File: src/hdl/fap_pkg.sv
// Package for the fixed partition allocator.
// Holds the item and result types, operation codes, FSM states and the
// command/status structs shared by the controller, datapath and top level.
package fap_pkg;

	localparam int unsigned SIZE_W  = 12;
	localparam int unsigned INDEX_W = 7;

	typedef enum logic [1:0] {
		OP_APPEND   = 2'd0,
		OP_RELEASE  = 2'd1,
		OP_ALLOCATE = 2'd2,
		OP_CLEAR    = 2'd3
	} op_t;

	typedef struct packed {
		op_t               operation;
		logic [SIZE_W-1:0] partition_size;
		logic [SIZE_W-1:0] request_size;
	} item_t;

	typedef struct packed {
		logic               granted;
		logic [INDEX_W-1:0] partition_index;
		logic [SIZE_W-1:0]  space_left;
		logic               all_occupied;
	} result_t;

	typedef enum logic [1:0] {
		ST_IDLE,
		ST_DECODE,
		ST_SCAN
	} state_t;

	typedef struct packed {
		logic load;
		logic finish_simple;
		logic scan_start;
		logic scan_step;
		logic alloc_finish;
	} ctl_cmd_t;

	typedef struct packed {
		op_t  operation;
		logic all_occ;
		logic scan_hit;
		logic scan_last;
	} ctl_sts_t;

endpackage

File: src/hdl/fixed_partition_allocator.sv
// Top level of the fixed partition allocator.
// Depends on fap_pkg, fap_ctrl, fap_datapath (and fap_ram through it).
//
// An item is taken when start is high and busy is low; its result appears on
// result for exactly one cycle with done high and cannot be held off.
// Append, release-all and clear-table go through the decode state and show
// their result from the result register, as does allocate when all are
// occupied. Otherwise allocate scans the size table one entry per cycle through
// the read port of the table RAM, stopping at the first free fitting partition
// of the largest size, else granting the first free fit if any. A new item may
// be started in the cycle done is high. Release-all and clear-table act on the
// occupied marks at once; no clearing pass is needed after reset.
module fixed_partition_allocator #(
	parameter int unsigned MAX_PARTITIONS = 128,
	parameter int unsigned MAX_SIZE_KB    = 2048
) (
	input  logic             clk,
	input  logic             arst_n,
	input  logic             start,
	output logic             busy,
	input  fap_pkg::item_t   item,
	output logic             done,
	output fap_pkg::result_t result
);

	fap_pkg::ctl_cmd_t cmd;
	fap_pkg::ctl_sts_t sts;

	fap_ctrl u_ctrl (
		.clk   (clk),
		.arst_n(arst_n),
		.start (start),
		.busy  (busy),
		.sts   (sts),
		.cmd   (cmd)
	);

	fap_datapath #(
		.MAX_PARTITIONS(MAX_PARTITIONS),
		.MAX_SIZE_KB   (MAX_SIZE_KB)
	) u_datapath (
		.clk   (clk),
		.arst_n(arst_n),
		.item  (item),
		.cmd   (cmd),
		.sts   (sts),
		.done  (done),
		.result(result)
	);

	a_done_idle: assert property (@(posedge clk) disable iff (!arst_n)
		done |-> !busy)
		else $error("result shown while busy");

	a_done_pulse: assert property (@(posedge clk) disable iff (!arst_n)
		done |=> !done)
		else $error("result strobe longer than one cycle");

	a_accept_busy: assert property (@(posedge clk) disable iff (!arst_n)
		(start && !busy) |=> (busy && !done))
		else $error("accepted item not held busy");

	a_finish_cause: assert property (@(posedge clk) disable iff (!arst_n)
		cmd.alloc_finish |-> (sts.scan_hit || sts.scan_last))
		else $error("allocate finished before scan end");

endmodule

File: src/hdl/fap_ram.sv
// Generic single-write, single-read RAM with registered read data.
// No dependencies.
module fap_ram #(
	parameter int unsigned WIDTH = 12,
	parameter int unsigned DEPTH = 128
) (
	input  logic                     clk,
	input  logic                     we,
	input  logic [$clog2(DEPTH)-1:0] waddr,
	input  logic [WIDTH-1:0]         wdata,
	input  logic                     re,
	input  logic [$clog2(DEPTH)-1:0] raddr,
	output logic [WIDTH-1:0]         rdata
);

	logic [WIDTH-1:0] mem_q [DEPTH];

	always_ff @(posedge clk) begin
		if (we) begin
			mem_q[waddr] <= wdata;
		end
		if (re) begin
			rdata <= mem_q[raddr];
		end
	end

endmodule

File: src/hdl/fap_ctrl.sv
// Controller FSM of the fixed partition allocator.
// Depends on fap_pkg for state, command and status types.
module fap_ctrl (
	input  logic              clk,
	input  logic              arst_n,
	input  logic              start,
	output logic              busy,
	input  fap_pkg::ctl_sts_t sts,
	output fap_pkg::ctl_cmd_t cmd
);

	fap_pkg::state_t state_q, state_d;

	always_ff @(posedge clk or negedge arst_n) begin
		if (!arst_n) begin
			state_q <= fap_pkg::ST_IDLE;
		end else begin
			state_q <= state_d;
		end
	end

	always_comb begin
		state_d = state_q;
		cmd     = '0;
		busy    = 1'b1;
		unique case (state_q)
			fap_pkg::ST_IDLE: begin
				busy = 1'b0;
				if (start) begin
					cmd.load = 1'b1;
					state_d  = fap_pkg::ST_DECODE;
				end
			end
			fap_pkg::ST_DECODE: begin
				if (sts.operation == fap_pkg::OP_ALLOCATE && !sts.all_occ) begin
					cmd.scan_start = 1'b1;
					state_d        = fap_pkg::ST_SCAN;
				end else begin
					cmd.finish_simple = 1'b1;
					state_d           = fap_pkg::ST_IDLE;
				end
			end
			fap_pkg::ST_SCAN: begin
				cmd.scan_step = 1'b1;
				if (sts.scan_hit || sts.scan_last) begin
					cmd.alloc_finish = 1'b1;
					state_d          = fap_pkg::ST_IDLE;
				end
			end
			default: begin
				state_d = fap_pkg::ST_IDLE;
			end
		endcase
	end

endmodule

File: src/hdl/fap_datapath.sv
// Datapath of the fixed partition allocator: size table RAM, occupied marks,
// counters, scan pipeline and result register.
// Depends on fap_pkg and fap_ram.
module fap_datapath #(
	parameter int unsigned MAX_PARTITIONS = 128,
	parameter int unsigned MAX_SIZE_KB    = 2048
) (
	input  logic              clk,
	input  logic              arst_n,
	input  fap_pkg::item_t    item,
	input  fap_pkg::ctl_cmd_t cmd,
	output fap_pkg::ctl_sts_t sts,
	output logic              done,
	output fap_pkg::result_t  result
);

	localparam int unsigned AW  = (MAX_PARTITIONS > 1) ? $clog2(MAX_PARTITIONS) : 1;
	localparam int unsigned CW  = $clog2(MAX_PARTITIONS + 1);
	localparam int unsigned SW  = fap_pkg::SIZE_W;
	localparam int unsigned SAT = (MAX_SIZE_KB > (2 ** SW) - 1) ? (2 ** SW) - 1 : MAX_SIZE_KB;
	localparam logic [SW-1:0] SAT_SIZE  = SAT[SW-1:0];
	localparam logic [CW-1:0] MAX_COUNT = MAX_PARTITIONS[CW-1:0];
	localparam logic [CW-1:0] ONE       = CW'(1);

	fap_pkg::item_t          item_q;
	logic [CW-1:0]           count_q;
	logic [CW-1:0]           occ_count_q;
	logic [SW-1:0]           largest_q;
	logic [MAX_PARTITIONS-1:0] occ_q;

	logic [CW-1:0]           rd_idx_q;
	logic [CW-1:0]           idx_s1;
	logic                    valid_s1;
	logic                    have_first_q;
	logic [CW-1:0]           first_idx_q;
	logic [SW-1:0]           first_size_q;

	logic                    done_q;
	fap_pkg::result_t        result_q;
	fap_pkg::result_t        result_d;

	logic                    ram_we;
	logic [SW-1:0]           psize_sat;
	logic                    ram_re;
	logic [SW-1:0]           rd_data;

	logic                    cur_fit;
	logic                    cur_hit;
	logic                    scan_last;
	logic                    pick_valid;
	logic [CW-1:0]           pick_idx;
	logic [SW-1:0]           pick_size;

	assign psize_sat = (item_q.partition_size > SAT_SIZE) ? SAT_SIZE : item_q.partition_size;
	assign ram_we    = cmd.finish_simple && item_q.operation == fap_pkg::OP_APPEND
	                   && count_q < MAX_COUNT;
	assign ram_re    = cmd.scan_step;

	fap_ram #(
		.WIDTH(SW),
		.DEPTH(MAX_PARTITIONS)
	) u_size_ram (
		.clk  (clk),
		.we   (ram_we),
		.waddr(count_q[AW-1:0]),
		.wdata(psize_sat),
		.re   (ram_re),
		.raddr(rd_idx_q[AW-1:0]),
		.rdata(rd_data)
	);

	assign cur_fit   = valid_s1 && !occ_q[idx_s1[AW-1:0]] && item_q.request_size <= rd_data;
	assign cur_hit   = cur_fit && rd_data == largest_q;
	assign scan_last = valid_s1 && idx_s1 == count_q - ONE;

	always_comb begin
		pick_valid = 1'b0;
		pick_idx   = idx_s1;
		pick_size  = rd_data;
		priority if (cur_hit) begin
			pick_valid = 1'b1;
		end else if (have_first_q) begin
			pick_valid = 1'b1;
			pick_idx   = first_idx_q;
			pick_size  = first_size_q;
		end else if (cur_fit) begin
			pick_valid = 1'b1;
		end
	end

	assign sts.operation = item_q.operation;
	assign sts.all_occ   = occ_count_q == count_q;
	assign sts.scan_hit  = cur_hit;
	assign sts.scan_last = scan_last;

	always_comb begin
		result_d = '0;
		if (cmd.alloc_finish) begin
			if (pick_valid) begin
				result_d.granted         = 1'b1;
				result_d.partition_index = fap_pkg::INDEX_W'(pick_idx);
				result_d.space_left      = pick_size - item_q.request_size;
				result_d.all_occupied    = occ_count_q + ONE == count_q;
			end else begin
				result_d.all_occupied    = occ_count_q == count_q;
			end
		end else begin
			unique case (item_q.operation)
				fap_pkg::OP_APPEND: begin
					if (count_q < MAX_COUNT) begin
						result_d.granted         = 1'b1;
						result_d.partition_index = fap_pkg::INDEX_W'(count_q);
						result_d.all_occupied    = occ_count_q == count_q + ONE;
					end else begin
						result_d.all_occupied    = occ_count_q == count_q;
					end
				end
				fap_pkg::OP_RELEASE: begin
					result_d.all_occupied = count_q == '0;
				end
				fap_pkg::OP_ALLOCATE: begin
					result_d.all_occupied = occ_count_q == count_q;
				end
				fap_pkg::OP_CLEAR: begin
					result_d.all_occupied = 1'b1;
				end
				default: begin
					result_d.all_occupied = 1'b1;
				end
			endcase
		end
	end

	always_ff @(posedge clk) begin
		if (cmd.load) begin
			item_q <= item;
		end
		if (cmd.scan_step) begin
			idx_s1 <= rd_idx_q;
		end
		if (cmd.scan_step && cur_fit && !have_first_q) begin
			first_idx_q  <= idx_s1;
			first_size_q <= rd_data;
		end
		if (cmd.finish_simple || cmd.alloc_finish) begin
			result_q <= result_d;
		end
	end

	always_ff @(posedge clk or negedge arst_n) begin
		if (!arst_n) begin
			count_q      <= '0;
			occ_count_q  <= '0;
			largest_q    <= '0;
			occ_q        <= '0;
			rd_idx_q     <= '0;
			valid_s1     <= 1'b0;
			have_first_q <= 1'b0;
			done_q       <= 1'b0;
		end else begin
			done_q <= cmd.finish_simple || cmd.alloc_finish;
			if (cmd.finish_simple) begin
				unique case (item_q.operation)
					fap_pkg::OP_APPEND: begin
						if (count_q < MAX_COUNT) begin
							occ_q[count_q[AW-1:0]] <= 1'b0;
							count_q                <= count_q + ONE;
							if (psize_sat > largest_q) begin
								largest_q <= psize_sat;
							end
						end
					end
					fap_pkg::OP_RELEASE: begin
						occ_q       <= '0;
						occ_count_q <= '0;
					end
					fap_pkg::OP_ALLOCATE: begin
					end
					fap_pkg::OP_CLEAR: begin
						occ_q       <= '0;
						occ_count_q <= '0;
						count_q     <= '0;
						largest_q   <= '0;
					end
					default: begin
					end
				endcase
			end
			if (cmd.scan_start) begin
				rd_idx_q     <= '0;
				valid_s1     <= 1'b0;
				have_first_q <= 1'b0;
			end
			if (cmd.scan_step) begin
				valid_s1 <= rd_idx_q < count_q;
				if (rd_idx_q < count_q) begin
					rd_idx_q <= rd_idx_q + ONE;
				end
				if (cur_fit) begin
					have_first_q <= 1'b1;
				end
			end
			if (cmd.alloc_finish && pick_valid) begin
				occ_q[pick_idx[AW-1:0]] <= 1'b1;
				occ_count_q             <= occ_count_q + ONE;
			end
		end
	end

	assign done   = done_q;
	assign result = result_q;

endmodule
File: config.mk
export PLATFORM = sky130hd
export DESIGN_NAME = fixed_partition_allocator
export DESIGN_NICKNAME = d
export VERILOG_FILES = /design/src/hdl/fap_pkg.sv /design/src/hdl/fixed_partition_allocator.sv /design/src/hdl/fap_ram.sv /design/src/hdl/fap_ctrl.sv /design/src/hdl/fap_datapath.sv
export SDC_FILE = /design/constraint.sdc
export NUM_CORES = 2
export LEC_CHECK = 0
export ABC_CLOCK_PERIOD_IN_PS = 11300
export BUFFER_PORTS_ARGS = -buffer_cell sky130_fd_sc_hd__buf_2
export CAP_MARGIN = 20
export CORE_AREA = 2 2 470 472
export CTS_BUF_LIST = sky130_fd_sc_hd__clkbuf_8
export CTS_CLUSTER_SIZE = 10
export DETAILED_ROUTE_END_ITERATION = 16
export DIE_AREA = 0 0 472 474
export HOLD_SLACK_MARGIN = 0.03
export SETUP_SLACK_MARGIN = 0.02
export SLEW_MARGIN = 20
export SYNTH_ARGS = -nofsm -noshare
export SYNTH_HDL_FRONTEND = slang
export SYNTH_HIERARCHICAL = 1
export SYNTH_SLANG_ARGS = --single-unit
File: constraint.sdc
create_clock -name clk -period 11.3 [get_ports clk]
set_input_delay 0 -clock clk [delete_from_list [all_inputs] [get_ports clk]]
set_output_delay 0 -clock clk [all_outputs]
set_load 0.05 [all_outputs]
# After elaboration in Yosys (flattened, before gate mapping)
# Memory sizes are Yosys's and may differ from the RTL's. A register that Yosys moved wholly into a read port is not among the register bits.
# Cells that the tools add are included.
# word_totals
out_inout_bits	23
reg_bits	243
inputBits	29
mem_count	1
mem_bits_rw	1536
# classes
n_reduce_logical	30
eq_ne	14
order_cmp	10
muxes	56
addsub	5
bitwise	3
# memory_table
name	words	word_bits	rd	rd_clocked_by_memory_dff	wr	line	rtl
u_datapath.u_size_ram.mem_q	128	12	1	1	1	fap_ram.sv:16	logic [WIDTH-1:0] mem_q [DEPTH];
# op_table
op	count
128-bit 2-to-1 mux	3
128-bit case mux with 2 select lines	1
128-bit bitwise AND	1
128-bit inverter	1
128-bit OR	1
8-bit 2-to-1 mux	10
12-bit 2-to-1 mux	5
8-bit == test	4
8-bit by 1-bit adder with 8-bit output (second input constant)	3
7-bit by 8-bit < comparator with 1-bit output (second input constant)	3
12-bit case mux with 2 select lines	1
1-bit 2-to-1 mux	22
20-bit 2-to-1 mux	1
8-bit case mux with 2 select lines	1
1-bit demux with 7-bit select	2
7-bit by 1-bit >= comparator with 1-bit output (second input constant)	2
7-bit 2-to-1 mux	2
12-bit == test	1
12-bit greater-than comparator	1
12-bit greater-than comparator (second input constant)	1
12-bit <= comparator	1
1-bit logical AND	12
12-bit subtractor	1
2-bit 2-to-1 mux	5
other kinds (19)	33

# Logic depth before layout (Yosys ltp)
# logic_depth
depth_word	13
ltp_mapped	24

# Cells and area by module
# The synthesis kept the hierarchy.
# by_module_without_submodules
module	n_inst	area_each_um2	seq_area_each_um2	cells_per_inst
fap_ram	1	59248.1	46484.6	2362
fap_datapath	1	14597.8	6401.1	1521
fap_ctrl	1	143.9	50.0	16

# Worst setup path before layout
# Ideal clock, no wire load.
# synth_timing
kind	flip-flop to flip-flop
start	register u_datapath/item_q[23] (netlist bit)
end	register u_datapath.largest_q[10]
setup_time_ns	0.090
setup_slack_ns	4.942
arrival_ns	6.268
stages_incl_launch_ff	14
path_cell_list	edfxtp_1 > clkbuf_1 > nor2b_1 > ha_1 > a21o_1 > a21oi_1 > o21ai_0 > a221oi_1 > o21ai_0 > o311ai_0 > nand2_1 > nand3b_1 > buf_1 > mux2i_1
# synth_via
elab_chain_cells	5
word_cells_on_any_way	8
cone_classes	order compare (2); eq/ne (1); mux (4); reduce/logical (1)
# synth_lines
item	line	rtl
from (decl)	fap_datapath.sv:25	fap_pkg::item_t item_q;
from (signal assigned)	fap_datapath.sv:136	item_q <= item;
12-bit greater-than comparator	fap_datapath.sv:54	assign psize_sat = (item_q.partition_size > SAT_SIZE) ? SAT_SIZE : item_q.partition_size;
12-bit 2-to-1 mux	fap_datapath.sv:54	
net u_datapath.psize_sat[2]	fap_datapath.sv:43	logic [SW-1:0] psize_sat;
12-bit greater-than comparator	fap_datapath.sv:168	if (psize_sat > largest_q) begin
2-bit inequality test (no source line)	n/a	
4-bit AND reduction (no source line)	n/a	
to (signal assigned)	fap_datapath.sv:169	largest_q <= psize_sat;
to (decl)	fap_datapath.sv:28	logic [SW-1:0] largest_q;
# The timed path passes the listed nets, and every way through them passes these cells. The select of a mux whose other input is x is not followed.
# A chain may end at the register's enable or synchronous reset.

# Worst setup path after layout
# layout_timing
start	register u_datapath.idx_s1[0]
end	register u_datapath.result_q (netlist bit u_datapath/result[11]) (data pin)
# layout_via
elab_chain_cells	10
word_cells_on_any_way	17
cone_classes	add/sub (1); eq/ne (1); mux (8); reduce/logical (7)
# layout_lines
item	line	rtl
from (decl)	fap_datapath.sv:32	logic [CW-1:0] idx_s1;
from (signal assigned)	fap_datapath.sv:139	idx_s1 <= rd_idx_q;
parallel branches: the longest is 10 deep, another holds 12-bit subtractor	n/a	
to (signal assigned)	fap_datapath.sv:146	result_q <= result_d;
to (decl)	fap_datapath.sv:39	fap_pkg::result_t result_q;
# Several ways; the timed one is not identified. The select of a mux whose other input is x is not followed.

==> flow_summary_export.csv <==
group,metric,value,unit
run_status,status,"complete, no violations",
sta,post-route-period-util,0.5456,
sta,rsz_0062_raised_after_global_routing,"false",
sta,maxSlewViolCount,0,
power_and_ir_drop,power_density,196.5,mW/mm^2
min_path,hold_class,"input port to flip-flop",
floorplan,chipHeight,474,um
critical_path,end_kind,"flip-flop",
sta,worst-slew-pin-transition,1.150,ns
clock_network,htreeDepth,5,
layout,mostFrequentLayoutCells,"sky130_fd_sc_hd__edfxtp_1 (1,622), sky130_fd_sc_hd__mux4_2 (540), sky130_fd_sc_hd__clkbuf_8 (329), sky130_fd_sc_hd__nand2_1 (314), sky130_fd_sc_hd__o21ai_0 (193)",
drt,drt.antenna.violating_nets,0,
drt,viasPerCell,5.362,
clock_network,cts.path.max_buffers,4,
layout,finish.cell_count_without_fillers,7351,
critical_path,r2r_slack,5.13,ns
clock_network,worst_skew_pair.late_latency,1.03,ns
min_path,min_delay_path_depth,3,
synth,synth.yosys.warnings,6,
synth,synth.area.mux_share,0.1711,
drt,detailedRoute.firstIterationViolations,4665,
synth,ys_async_sr_fraction,0.09436,
critical_path,worst-path-buf-inv,3,
critical_path,critical-path-max-stage-delay,0.76,ns
sta,final.min_clock_period,6.166,ns
sta,layout_setup_ws,5.134,ns
critical_path,startpoint_type,"flip-flop",
critical_path,worstReg2RegEnd,"u_datapath/result[11]",
synth,post_synthesis_adder_cell_area_fraction,0.009064,
synth,synth_simple_gate_area_share,0.04163,
synth,netlist_area,0.07399,mm^2
synth,combinational_family_with_the_most_area_after_synthesis,"multiplexers",
drt,total_drc_errors_in_the_routed_layout,0,
floorplan,placement_rows,172,
drt,detailedRoute.firstPassIterationCount,7,
drt,detailroute.via_count,39410,
floorplan,initial_utilization,0.3384,
global_routing,global_route_wire_length_before_repair,276100,um
synth,synth-seq-area-share,0.7154,
layout,post_route_cells_drive_above_1_share,0.2830,
synth,synth-edff-count,1622,
layout,fill_cells,19700,
synth,synth_compound_area_frac,0.03900,
synth,ff_latch_count_synth,1791,
global_routing,first_global_vias,39700,
clock_network,clock_sink_count,1791,
global_routing,grt_max_degree,133,
sta,fin_worst_skew,0.06446,ns
critical_path,worst-endpoint-arrival,6.88,ns
critical_path,critical-path-top-delay-family,"multiplexers",
power_and_ir_drop,leakagePower,0.02744,uW
drt,detail_route.wirelength,188000,um
critical_path,crit_fanout,66,
critical_path,worst-endpoint-required,12.01,ns
sta,achievable-frequency,162.2,MHz
layout,finalNetCount,4334,
clock_network,postCtsSetupBuffers,0,
critical_path,r2r-start,"u_datapath/idx_s1[0]",
sta,timing.setup.tns,0,ns
layout,final_util,0.3867,
sta,finalSetupViolations,0,
placed_design,placed_cells_incl_taps,6749,
placed_design,gp_congestion,0.8081,
drt,wl_per_cell,25.58,um
placed_design,port_buf_inserts,51,
global_routing,grt_overflow,0,
job,maxcap_violations,0,
layout,area_occupied_by_multi_input_gates,0.01998,mm^2
critical_path,crit_path_cell_trace,"buf_4, mux4_2, mux4_2, nor2b_1, o32ai_1, or4_4, nand3_4, buf_4, mux2_2, ha_1, inv_1, a21oi_1, o21ai_0, a21boi_0, o21ai_0, a21oi_1, mux2i_1, a31oi_1",
global_routing,global_route.usage.total,0.1665,
sta,max-slew-margin-rel,0.2335,
critical_path,reg2regPathDepth,18,
synth,synthesis.area_per_instance,18.98,um^2
critical_path,slowest_stage,"sky130_fd_sc_hd__buf_4",
clock_network,clock_tree_from_tritoncts,"built",
synth,syn_inst,3899,
min_path,holdPathEnd,"u_datapath/item_q[17]",
power_and_ir_drop,power.ir.vdd_worst,0.1801,mV
synth,synthesis.nets,3981,
layout,leading_cell_type_in_the_layout_fill_and_taps_excluded,"sky130_fd_sc_hd__edfxtp_1",
synth,synth-xor-area-share,0.005564,
critical_path,startpoint,"u_datapath/idx_s1[0]",
critical_path,critPathKind,"flip-flop to flip-flop",
global_routing,antenna_violations_before_repair,12,
clock_network,clk_pin_slew,0.06,ns
clock_network,clk_root_buffer_cell,"sky130_fd_sc_hd__clkbuf_8",
min_path,hp-start,"item[17]",
placed_design,placement.setup.worst_slack,5.039,ns
layout,layout.area.seq,0.05295,mm^2
floorplan,die_area,0.2237,mm^2
layout,p_r_area_growth_vs_syn,14.28,%
floorplan,i_o_pin_cnt,52,
sta,hold_viol,0,
clock_network,cts-buffers-inserted,310,
synth,ys_types,84,
floorplan,placeableCoreArea,0.2187,mm^2
placed_design,dpl.hpwl,107700,um
synth,synth_top_flop_cell,"sky130_fd_sc_hd__edfxtp_1",
floorplan,die_w,472,um
[stage by stage]
stage	area [um^2]	power, uW	hold slack, ns
2_1_floorplan	73990	10280	-0.2956
3_3_place_gp	78240	11320	-0.02142
3_5_place_dp	78270	11360	-0.02528
4_1_cts	84400	16770	0.1641
5_1_grt	84550	17300	0.2155
6_report	84550	16610	0.2687
[cell type report]
type,count,share of cell area
sequential,1791,0.6263
multi-input combinational,1807,0.2363
clock buffer,329,0.05355
tap,2871,0.04248
timing repair buffer,272,0.02616
clock inverter,205,0.01190
inverter,70,0.003137
antenna,6,0.0001776
[synth_stat cells, types with 7 or more instances]
| master | instances | area [um^2] |
|---|---|---|
| sky130_fd_sc_hd__a21o_1 | 21 | 157.7 |
| sky130_fd_sc_hd__a21oi_1 | 25 | 125.1 |
| sky130_fd_sc_hd__a22o_1 | 34 | 297.8 |
| sky130_fd_sc_hd__a31oi_1 | 8 | 50.05 |
| sky130_fd_sc_hd__a31oi_4 | 9 | 191.4 |
| sky130_fd_sc_hd__and3_1 | 14 | 87.58 |
| sky130_fd_sc_hd__buf_1 | 27 | 101.4 |
| sky130_fd_sc_hd__buf_2 | 36 | 180.2 |
| sky130_fd_sc_hd__buf_4 | 21 | 157.7 |
| sky130_fd_sc_hd__buf_6 | 7 | 78.83 |
| sky130_fd_sc_hd__clkbuf_1 | 137 | 514.2 |
| sky130_fd_sc_hd__dfrtp_1 | 169 | 4229 |
| sky130_fd_sc_hd__edfxtp_1 | 1622 | 48710 |
| sky130_fd_sc_hd__ha_1 | 52 | 650.6 |
| sky130_fd_sc_hd__inv_1 | 68 | 255.2 |
| sky130_fd_sc_hd__mux2_2 | 23 | 259.0 |
| sky130_fd_sc_hd__mux2i_1 | 24 | 240.2 |
| sky130_fd_sc_hd__mux4_2 | 540 | 12160 |
| sky130_fd_sc_hd__nand2_1 | 314 | 1179 |
| sky130_fd_sc_hd__nand2b_1 | 24 | 150.1 |
| sky130_fd_sc_hd__nand3_1 | 37 | 185.2 |
| sky130_fd_sc_hd__nand4_1 | 11 | 68.82 |
| sky130_fd_sc_hd__nor2_1 | 170 | 638.1 |
| sky130_fd_sc_hd__nor2b_1 | 38 | 237.7 |
| sky130_fd_sc_hd__nor3_1 | 36 | 180.2 |
| sky130_fd_sc_hd__nor4_1 | 19 | 118.9 |
| sky130_fd_sc_hd__o21ai_0 | 193 | 965.9 |
| sky130_fd_sc_hd__o21ai_1 | 64 | 320.3 |
| sky130_fd_sc_hd__o21ai_2 | 8 | 70.07 |
| sky130_fd_sc_hd__xnor2_1 | 15 | 131.4 |
| sky130_fd_sc_hd__xor2_1 | 32 | 280.3 |
[flip-flops by register name (all words and copies together), names as in the netlist, 2 cells and up]
register                     cells
u_datapath/count_q               8
u_datapath/sts                   2
u_datapath/item_q               24
u_datapath/u_size_ram/rdata     12
u_datapath/occ_q               128
u_datapath/idx_s1                8
u_datapath/largest_q            12
u_datapath/result               21
u_datapath/occ_count_q           8
u_datapath/u_size_ram/mem_q   1536
u_datapath/rd_idx_q              8
u_datapath/first_size_q         12
u_ctrl/state_q                   2
u_datapath/first_idx_q           7
[worst max-delay path by stage]
stage / endpoint / slack (ns) / cells past startpoint
finish: u_datapath/result[11] / 5.13 / 18
global route: u_datapath/result[11] / 4.66 / 18
CTS: u_datapath/result[11] / 5.05 / 18
detailed placement: u_datapath/result[11] / 5.04 / 18
global placement: u_datapath/result[11] / 5.05 / 18
floorplan: u_datapath/largest_q[10] / 4.94 / 13
[metal layers]
metal	routed length (um)	global-route usage	vias to the layer above
met2	86840	0.2555	1698
met4	3572	0.04253	2
li1	-	-	16500
met5	8	0	-
met3	14350	0.03149	281
met1	83240	0.2439	20930
[cell families (layout without fill, tap and decap cells)]
family / Yosys count / after routing
flops: 1791 / 1791
simple gates: 689 / 689
mux: 587 / 587
compound gates: 431 / 431
buf+inv: 301 / 876
fa+ha+maj: 53 / 53
xor+xnor: 47 / 47
other cells: 0 / 6
[worst min-delay path, stage by stage]
cell,delay (ns)
sky130_fd_sc_hd__dlygate4sd3_1,0.52
sky130_fd_sc_hd__buf_2,0.09
sky130_fd_sc_hd__dlygate4sd3_1,0.54
[report_power, final]
group / internal [uW] / switching (uW)
Sequential: 7550 / 85.2
Clock: 2810 / 2580
Combinational: 1470 / 2120
Total: 11800 / 4790
[what timing repair did]
action                                  CTS  global route
endpoints found under the setup margin    0             0
resized for setup                         0             0
endpoints found under the hold margin   167             0
hold buffers                             58             0
(Power assumes the default switching activity.)
